**src/hw/rtl/olc_pkg.sv**
```systemverilog
// ----------------------------------------------------------------------------
// olc_pkg
// Shared types and constants for the ordered list with cursor.
// ----------------------------------------------------------------------------
package olc_pkg;

   localparam int unsigned DEPTH_DEFAULT      = 16;
   localparam int unsigned DATA_WIDTH_DEFAULT = 32;

   localparam int unsigned KIND_W     = 3;
   localparam int unsigned POS_W      = 8;
   localparam int unsigned HANDOVER_W = 2;
   localparam int unsigned STATUS_W   = 2;

   typedef enum logic [KIND_W-1:0] {
      KIND_PUSH_BACK   = 3'd0,
      KIND_REMOVE_AT   = 3'd1,
      KIND_GET_AT      = 3'd2,
      KIND_CURSOR_NEXT = 3'd3,
      KIND_CURSOR_PREV = 3'd4
   } kind_type;

   // unused code, behaves as none
   typedef enum logic [HANDOVER_W-1:0] {
      HANDOVER_NONE = 2'd0,
      HANDOVER_PREV = 2'd1,
      HANDOVER_NEXT = 2'd2,
      HANDOVER_RSVD = 2'd3
   } handover_type;

   typedef enum logic [STATUS_W-1:0] {
      STATUS_OK        = 2'd0,
      STATUS_NOT_FOUND = 2'd1,
      STATUS_FULL      = 2'd2
   } status_type;

endpackage

```
**src/hw/rtl/ordered_list_with_cursor.sv**
```systemverilog
// ----------------------------------------------------------------------------
// ordered_list_with_cursor
// Ordered list of up to DEPTH words in registers, with one optional cursor.
// ----------------------------------------------------------------------------
// Request channel (req_): one operation per request. req_tuser carries the
// kind (push_back, remove_at, get_at, cursor_next, cursor_prev); req_tdata
// carries the data word, make_active, position and handover.
// Response channel (rsp_): exactly one response per request, in order.
// rsp_tuser carries the status; rsp_tdata carries the removed or read word,
// the entry count and the cursor after the operation.
// A request accepted at one edge is captured in the input register, processed
// from there and written to the response register, where rsp_tvalid rises.
// Throughput: one request per cycle while the response is taken; the list
// state is updated at the edge that writes the response register, and a
// removal shifts all later entries down in parallel.
// Reset clears the count and the cursor; the entry registers keep their
// contents and are never read before written.
// When rsp_tready is low the response register holds, the input register
// fills, and req_tready drops until the response is taken.
// ----------------------------------------------------------------------------
module ordered_list_with_cursor #(
   parameter int unsigned DEPTH      = olc_pkg::DEPTH_DEFAULT,
   parameter int unsigned DATA_WIDTH = olc_pkg::DATA_WIDTH_DEFAULT,
   localparam int unsigned CNT_W     = $clog2(DEPTH + 1),
   localparam int unsigned IDX_W     = $clog2(DEPTH),
   localparam int unsigned REQ_BITS  = DATA_WIDTH + 1 + olc_pkg::POS_W
                                       + olc_pkg::HANDOVER_W,
   localparam int unsigned REQ_TDW   = ((REQ_BITS + 7) / 8) * 8,
   localparam int unsigned RSP_BITS  = DATA_WIDTH + CNT_W + 1 + IDX_W,
   localparam int unsigned RSP_TDW   = ((RSP_BITS + 7) / 8) * 8
) (
   input  logic                          clock,
   input  logic                          reset,
   input  logic                          req_tvalid,
   output logic                          req_tready,
   // data_in, make_active, position, handover
   input  logic [REQ_TDW-1:0]            req_tdata,
   // kind
   input  logic [olc_pkg::KIND_W-1:0]    req_tuser,
   output logic                          rsp_tvalid,
   input  logic                          rsp_tready,
   // data_out, entry_count, cursor_valid, cursor_index
   output logic [RSP_TDW-1:0]            rsp_tdata,
   // status
   output logic [olc_pkg::STATUS_W-1:0]  rsp_tuser
);

   localparam int unsigned MK_LSB   = DATA_WIDTH;
   localparam int unsigned POS_LSB  = DATA_WIDTH + 1;
   localparam int unsigned HAND_LSB = POS_LSB + olc_pkg::POS_W;

   // input register
   logic                             in_valid_ff, in_valid_in;
   logic [olc_pkg::KIND_W-1:0]       kind_ff;
   logic [DATA_WIDTH-1:0]            data_ff;
   logic                             mk_ff;
   logic [olc_pkg::POS_W-1:0]        pos_ff;
   logic [olc_pkg::HANDOVER_W-1:0]   hand_ff;

   // list state
   logic [DATA_WIDTH-1:0]            entries_ff [DEPTH];
   logic [CNT_W-1:0]                 occ_ff, occ_in;
   logic                             cur_valid_ff, cur_valid_in;
   logic [IDX_W-1:0]                 cur_pos_ff, cur_pos_in;

   // response register
   logic                             out_valid_ff, out_valid_in;
   logic [olc_pkg::STATUS_W-1:0]     status_ff, status_in;
   logic [DATA_WIDTH-1:0]            dout_ff, dout_in;

   logic                             advance;
   logic                             push_wr;
   logic                             remove_wr;
   logic                             pos_ok;
   logic [IDX_W-1:0]                 pos_idx;
   logic [CNT_W-1:0]                 occ_dec;
   logic [CNT_W-1:0]                 cur_inc;

   assign advance    = in_valid_ff && (!out_valid_ff || rsp_tready);
   assign req_tready = !in_valid_ff || advance;

   assign in_valid_in  = (req_tvalid && req_tready) || (in_valid_ff && !advance);
   assign out_valid_in = advance || (out_valid_ff && !rsp_tready);

   assign pos_ok  = pos_ff < olc_pkg::POS_W'(occ_ff);
   assign pos_idx = pos_ff[IDX_W-1:0];
   assign occ_dec = occ_ff - CNT_W'(1);
   assign cur_inc = CNT_W'(cur_pos_ff) + CNT_W'(1);

   always_comb begin
      occ_in       = occ_ff;
      cur_valid_in = cur_valid_ff;
      cur_pos_in   = cur_pos_ff;
      status_in    = olc_pkg::STATUS_OK;
      dout_in      = '0;
      push_wr      = 1'b0;
      remove_wr    = 1'b0;
      case (olc_pkg::kind_type'(kind_ff))
         olc_pkg::KIND_PUSH_BACK: begin
            if (occ_ff >= CNT_W'(DEPTH)) begin
               status_in = olc_pkg::STATUS_FULL;
            end else begin
               push_wr = 1'b1;
               occ_in  = occ_ff + CNT_W'(1);
               if (mk_ff) begin
                  cur_valid_in = 1'b1;
                  cur_pos_in   = IDX_W'(occ_ff);
               end
            end
         end
         olc_pkg::KIND_REMOVE_AT: begin
            if (!pos_ok) begin
               status_in = olc_pkg::STATUS_NOT_FOUND;
            end else begin
               remove_wr = 1'b1;
               dout_in   = entries_ff[pos_idx];
               occ_in    = occ_dec;
               if (cur_valid_ff) begin
                  if (cur_pos_ff > pos_idx) begin
                     cur_pos_in = cur_pos_ff - IDX_W'(1);
                  end else if (cur_pos_ff == pos_idx) begin
                     if (occ_dec == '0 || hand_ff == olc_pkg::HANDOVER_NONE
                         || hand_ff == olc_pkg::HANDOVER_RSVD) begin
                        cur_valid_in = 1'b0;
                        cur_pos_in   = '0;
                     end else if (hand_ff == olc_pkg::HANDOVER_PREV) begin
                        cur_pos_in = (pos_idx != '0) ? pos_idx - IDX_W'(1) : pos_idx;
                     end else begin
                        cur_pos_in = (CNT_W'(pos_idx) < occ_dec) ? pos_idx
                                                                 : pos_idx - IDX_W'(1);
                     end
                  end
               end
            end
         end
         olc_pkg::KIND_GET_AT: begin
            if (!pos_ok) begin
               status_in = olc_pkg::STATUS_NOT_FOUND;
            end else begin
               dout_in = entries_ff[pos_idx];
            end
         end
         olc_pkg::KIND_CURSOR_NEXT: begin
            if (cur_valid_ff && occ_ff != '0) begin
               cur_pos_in = (cur_inc >= occ_ff) ? '0 : IDX_W'(cur_inc);
            end
         end
         olc_pkg::KIND_CURSOR_PREV: begin
            if (cur_valid_ff && occ_ff != '0) begin
               cur_pos_in = (cur_pos_ff == '0) ? IDX_W'(occ_dec) : cur_pos_ff - IDX_W'(1);
            end
         end
         default: begin
         end
      endcase
   end

   always_ff @(posedge clock) begin
      if (reset) begin
         in_valid_ff  <= 1'b0;
         out_valid_ff <= 1'b0;
         occ_ff       <= '0;
         cur_valid_ff <= 1'b0;
         cur_pos_ff   <= '0;
      end else begin
         in_valid_ff  <= in_valid_in;
         out_valid_ff <= out_valid_in;
         if (advance) begin
            occ_ff       <= occ_in;
            cur_valid_ff <= cur_valid_in;
            cur_pos_ff   <= cur_pos_in;
         end
      end
   end

   always_ff @(posedge clock) begin
      if (req_tvalid && req_tready) begin
         kind_ff <= req_tuser;
         data_ff <= req_tdata[DATA_WIDTH-1:0];
         mk_ff   <= req_tdata[MK_LSB];
         pos_ff  <= req_tdata[POS_LSB +: olc_pkg::POS_W];
         hand_ff <= req_tdata[HAND_LSB +: olc_pkg::HANDOVER_W];
      end
   end

   always_ff @(posedge clock) begin
      if (advance) begin
         status_ff <= status_in;
         dout_ff   <= dout_in;
      end
   end

   // push writes the tail; remove shifts every later entry down one place
   always_ff @(posedge clock) begin
      if (advance) begin
         for (int i = 0; i < DEPTH; i++) begin
            if (push_wr && occ_ff == CNT_W'(i)) begin
               entries_ff[i] <= data_ff;
            end
         end
         for (int i = 0; i < DEPTH - 1; i++) begin
            if (remove_wr && pos_idx <= IDX_W'(i)) begin
               entries_ff[i] <= entries_ff[i+1];
            end
         end
      end
   end

   assign rsp_tvalid = out_valid_ff;
   assign rsp_tuser  = status_ff;
   assign rsp_tdata  = RSP_TDW'({(cur_valid_ff ? cur_pos_ff : IDX_W'(0)),
                                 cur_valid_ff, occ_ff, dout_ff});

endmodule

```
**config.mk**
```make
export PLATFORM = sky130hd
export DESIGN_NAME = ordered_list_with_cursor
export DESIGN_NICKNAME = d
export VERILOG_FILES = /design/src/hw/rtl/olc_pkg.sv /design/src/hw/rtl/ordered_list_with_cursor.sv
export SDC_FILE = /design/constraint.sdc
export NUM_CORES = 1
export LEC_CHECK = 0
export BUFFER_PORTS_ARGS = -buffer_cell sky130_fd_sc_hd__buf_4
export CAP_MARGIN = 20
export CORE_AREA = 2 2 247 249
export CTS_BUF_LIST = sky130_fd_sc_hd__clkbuf_4
export DETAILED_ROUTE_END_ITERATION = 10
export DIE_AREA = 0 0 249 251
export GPL_TIMING_DRIVEN = 0
export PLACE_DENSITY_LB_ADDON = 0.08
export SYNTH_ARGS = -nofsm -noshare
export SYNTH_HDL_FRONTEND = slang
export SYNTH_SLANG_ARGS = --single-unit
export TNS_END_PERCENT = 10
```
**constraint.sdc**
```tcl
create_clock -name clock -period 13.2 [get_ports clock]
set_input_delay 1.32 -clock clock [delete_from_list [all_inputs] [get_ports clock]]
set_output_delay 1.32 -clock clock [all_outputs]
set_load 0.1 [all_outputs]
```
==> metrics.txt <==
largest stage delay on the critical path=0.82 ns; All-Layer GR Usage=28.0%; Peak VDD IR=0.0810 mV; combinational share of power=7.1%; total grt overflow=0; max cap viols=0; Critical R2R Launch=pos_ff[1]; H-tree depth=4; # IOs=107; Syn-to-layout area delta=14.5%; core area=0.0598 sq mm; RSZ-0062 raised after global routing=false; maximum clock insertion buffer count=3; crit-path max FO=32; clock edge transition at the registers on the reported setup and hold paths=0.06 ns; Worst path slowest cell=a21o_2; Rel. slew slack=33.7%; Hold WS=0.499 ns; initial core utilization=49.6%; Worst EP arrival=5.68 ns; fmax=197 MHz; part of the cycle the worst path needs=38.5%; pwr dens=120 mW/mm^2; CTS resizes=0; sequential share of the synthesized area=60.8%; Finished Layout Cells=3665; post-CTS setup buffers=0; Slew @ Worst Pin=0.994 ns; gpl congestion=0.901; DR WL/cell=23.5 microns; vias in the first global route=20600; layout cells sized above 1=24.3%; pin count of the biggest net entering global routing=40; Final Slew Violations=0; r2r endpoint=entries_ff[7][25]; Hold Crit Depth=2; fin nets=2850; HP Class=input port to flip-flop; endpoints failing setup=0; Critical Path Sink Type=flip-flop; CP Buf/Inv Count=4; die footprint=0.0625 sq mm; placed cell count=3386; clock sinks=604; cell area after placement=0.0319 sq mm; switching pwr=0.982 mW; final instance area=0.0339 sq mm; WHS Endpoint=cur_pos_ff[1]; Cell variety after synth=67; Final Hold Fails=0; CP required=13.80 ns; Clock power frac=41.1%; Die Wd=249 microns; initial antenna violation count=6; syn avg cell area=11.9 sq um; Clock Latency Late Sink=1.01 ns; worst path cell trace=buf_2 -> buf_2 -> buf_1 -> inv_1 -> ha_1 -> nor2_1 -> nand4_1 -> a41oi_2 -> nand2_1 -> nor3_2 -> a21o_2; Most common cell on crit path=buf_2; min-delay src=reset; Synth top cells by count=nand2_1 (990), edfxtp_1 (592), a21oi_1 (208), mux4_2 (160), clkbuf_1 (101); IO buf count=95; setup TNS=0 ns; drc violations=0; post-layout minimum cycle time=5.08 ns; top-count cell post-synth=nand2_1; Routed Wire Length=86100 microns; drt first pass iters=5; vias=21000; switch share=24.0%; ys async rst share=0%; CP delay by family, top=buffers and inverters; die extent in y=251 microns; EDFF count, synth=592; # rows=90; first-pass GRT wire length=128000 microns; clock root cell=clkbuf_4; reg2reg path depth=11; clock skew=0.0539 ns; Top FF cell, synth=edfxtp_1; top cell type's share of synthesized area=60.0%; #FFs+latches synth=604; HPWL after DPL=65000 microns; drt initial violations=2197; TritonCTS clock tree=done; antenna-violating nets left=0; cts hold-fix bufs=0; Startpoint Class=flip-flop; Synth area leaders=edfxtp_1 (60%), nand2_1 (13%), mux4_2 (12%), a21oi_1 (3.5%), clkbuf_1 (1.3%); Netlist Area Pre-Place=0.0296 sq mm; reg-to-reg slack, setup=8.12 ns; Pint=3.10 mW; Reg power frac=51.7%; Num CTS Buffers=163; post-DR vias/cell=5.72; leading area contributor after synthesis=edfxtp_1; cells after synthesis=2480; Synth Warn #=0; status=finished, final reports clean; critical path type=flip-flop to flip-flop; Static Leak=12.5 nW
layout by cell type, fill, tap and decap left out, types with 8 or more instances in the layout:
master,instances
nand2_1,988
edfxtp_1,592
clkbuf_4,251
a21oi_1,208
mux4_2,160
buf_4,125
clkbuf_1,100
buf_2,52
and2_1,39
and3_1,37
nand2_2,34
nor2_1,28
ha_1,26
buf_6,19
clkinv_1,15
xnor2_1,14
inv_1,13
nor3_1,12
dfxtp_1,12
nand3_1,11
o21ai_0,11
nor2b_1,8
nand4_1,8
buf_12,8
buf_16,8
per-layer routing:
layer,global-route usage (%),vias up,wire length (microns)
li1,-,9528,-
met1,36.4,10300,34600
met2,45.3,993,41000
met3,7.66,171,7870
met4,10.3,2,2550
met5,0,-,10
worst max-delay path by stage:
stage | depth (start not counted) | slack, ns | to | start
after global placement | 6 | 0.55 | entries_ff[1][8] | rsp_tready
after global routing | 11 | 7.92 | entries_ff[7][26] | pos_ff[1]
final | 11 | 8.12 | entries_ff[7][25] | pos_ff[1]
after CTS | 11 | 8.21 | entries_ff[7][25] | pos_ff[1]
after detailed placement | 11 | 8.24 | entries_ff[7][19] | pos_ff[1]
after floorplan | 5 | 6.28 | entries_ff[1][0] | rsp_tready
sequential cells by signal, indices dropped and copies added (netlist names):
signal,count
entries_ff,512
data_ff,32
dout_ff,32
pos_ff,8
occ_ff,5
cur_pos_ff,4
kind_ff,3
hand_ff,2
rsp_tuser,2
cur_valid_ff,1
in_valid_ff,1
mk_ff,1
rsp_tvalid,1
worst reg2reg max path, delay by kind of cell (launching register included):
kind,cells,cell delay [ns]
adders and majority gates,1,0.32
and+or+nand+nor,4,0.98
AOI/OAI and AO/OA,2,1.08
DFF,1,0.50
buffers and inverters,4,1.76
logic make-up (layout without fill, tap and decap cells):
| family | after synthesis | count (layout) | synth area share, % |
|---|---|---|---|
| buffers and inverters | 213 | 609 | 3.67 |
| and+or+nand+nor | 1187 | 1187 | 16.6 |
| adders and majority gates | 27 | 27 | 1.14 |
| muxes | 164 | 164 | 12.3 |
| AOI/OAI and AO/OA | 269 | 269 | 5.05 |
| xor gates and xnor gates | 15 | 15 | 0.443 |
| other | 1 | 8 | 0.0127 |
| DFF | 604 | 604 | 60.8 |
layout make-up:
class	count	area, sq um
inverter	14	52.6
fill	5019	25900
tap	782	978
antenna	2	5.00
buffer	199	1040
sequential	604	18000
clock inverter	26	161
clock buffer	251	1880
timing repair buffer	119	1170
multi-input combinational	1668	10600
per-stage QoR:
| stage | setup WS [ns] | power (mW) | util [%] |
|---|---|---|---|
| final | 8.12 | 4.09 | 56.8 |
| after global routing | 7.92 | 4.23 | 56.8 |
| after CTS | 8.21 | 4.11 | 56.8 |
| after detailed placement | 8.24 | 2.44 | 53.3 |
| after global placement | 0.548 | 2.44 | 52.4 |
| after floorplan | 6.28 | 2.35 | - |
power by group through the flow:
stage	clock network, mW	logic, mW	registers, mW
floorplan	0	0.161	2.18
global placement	0	0.279	2.16
global route	1.81	0.308	2.11
finish	1.68	0.291	2.11
detailed placement	0	0.288	2.16
CTS	1.70	0.289	2.11
Note: power is estimated with default switching activity, not from simulation.
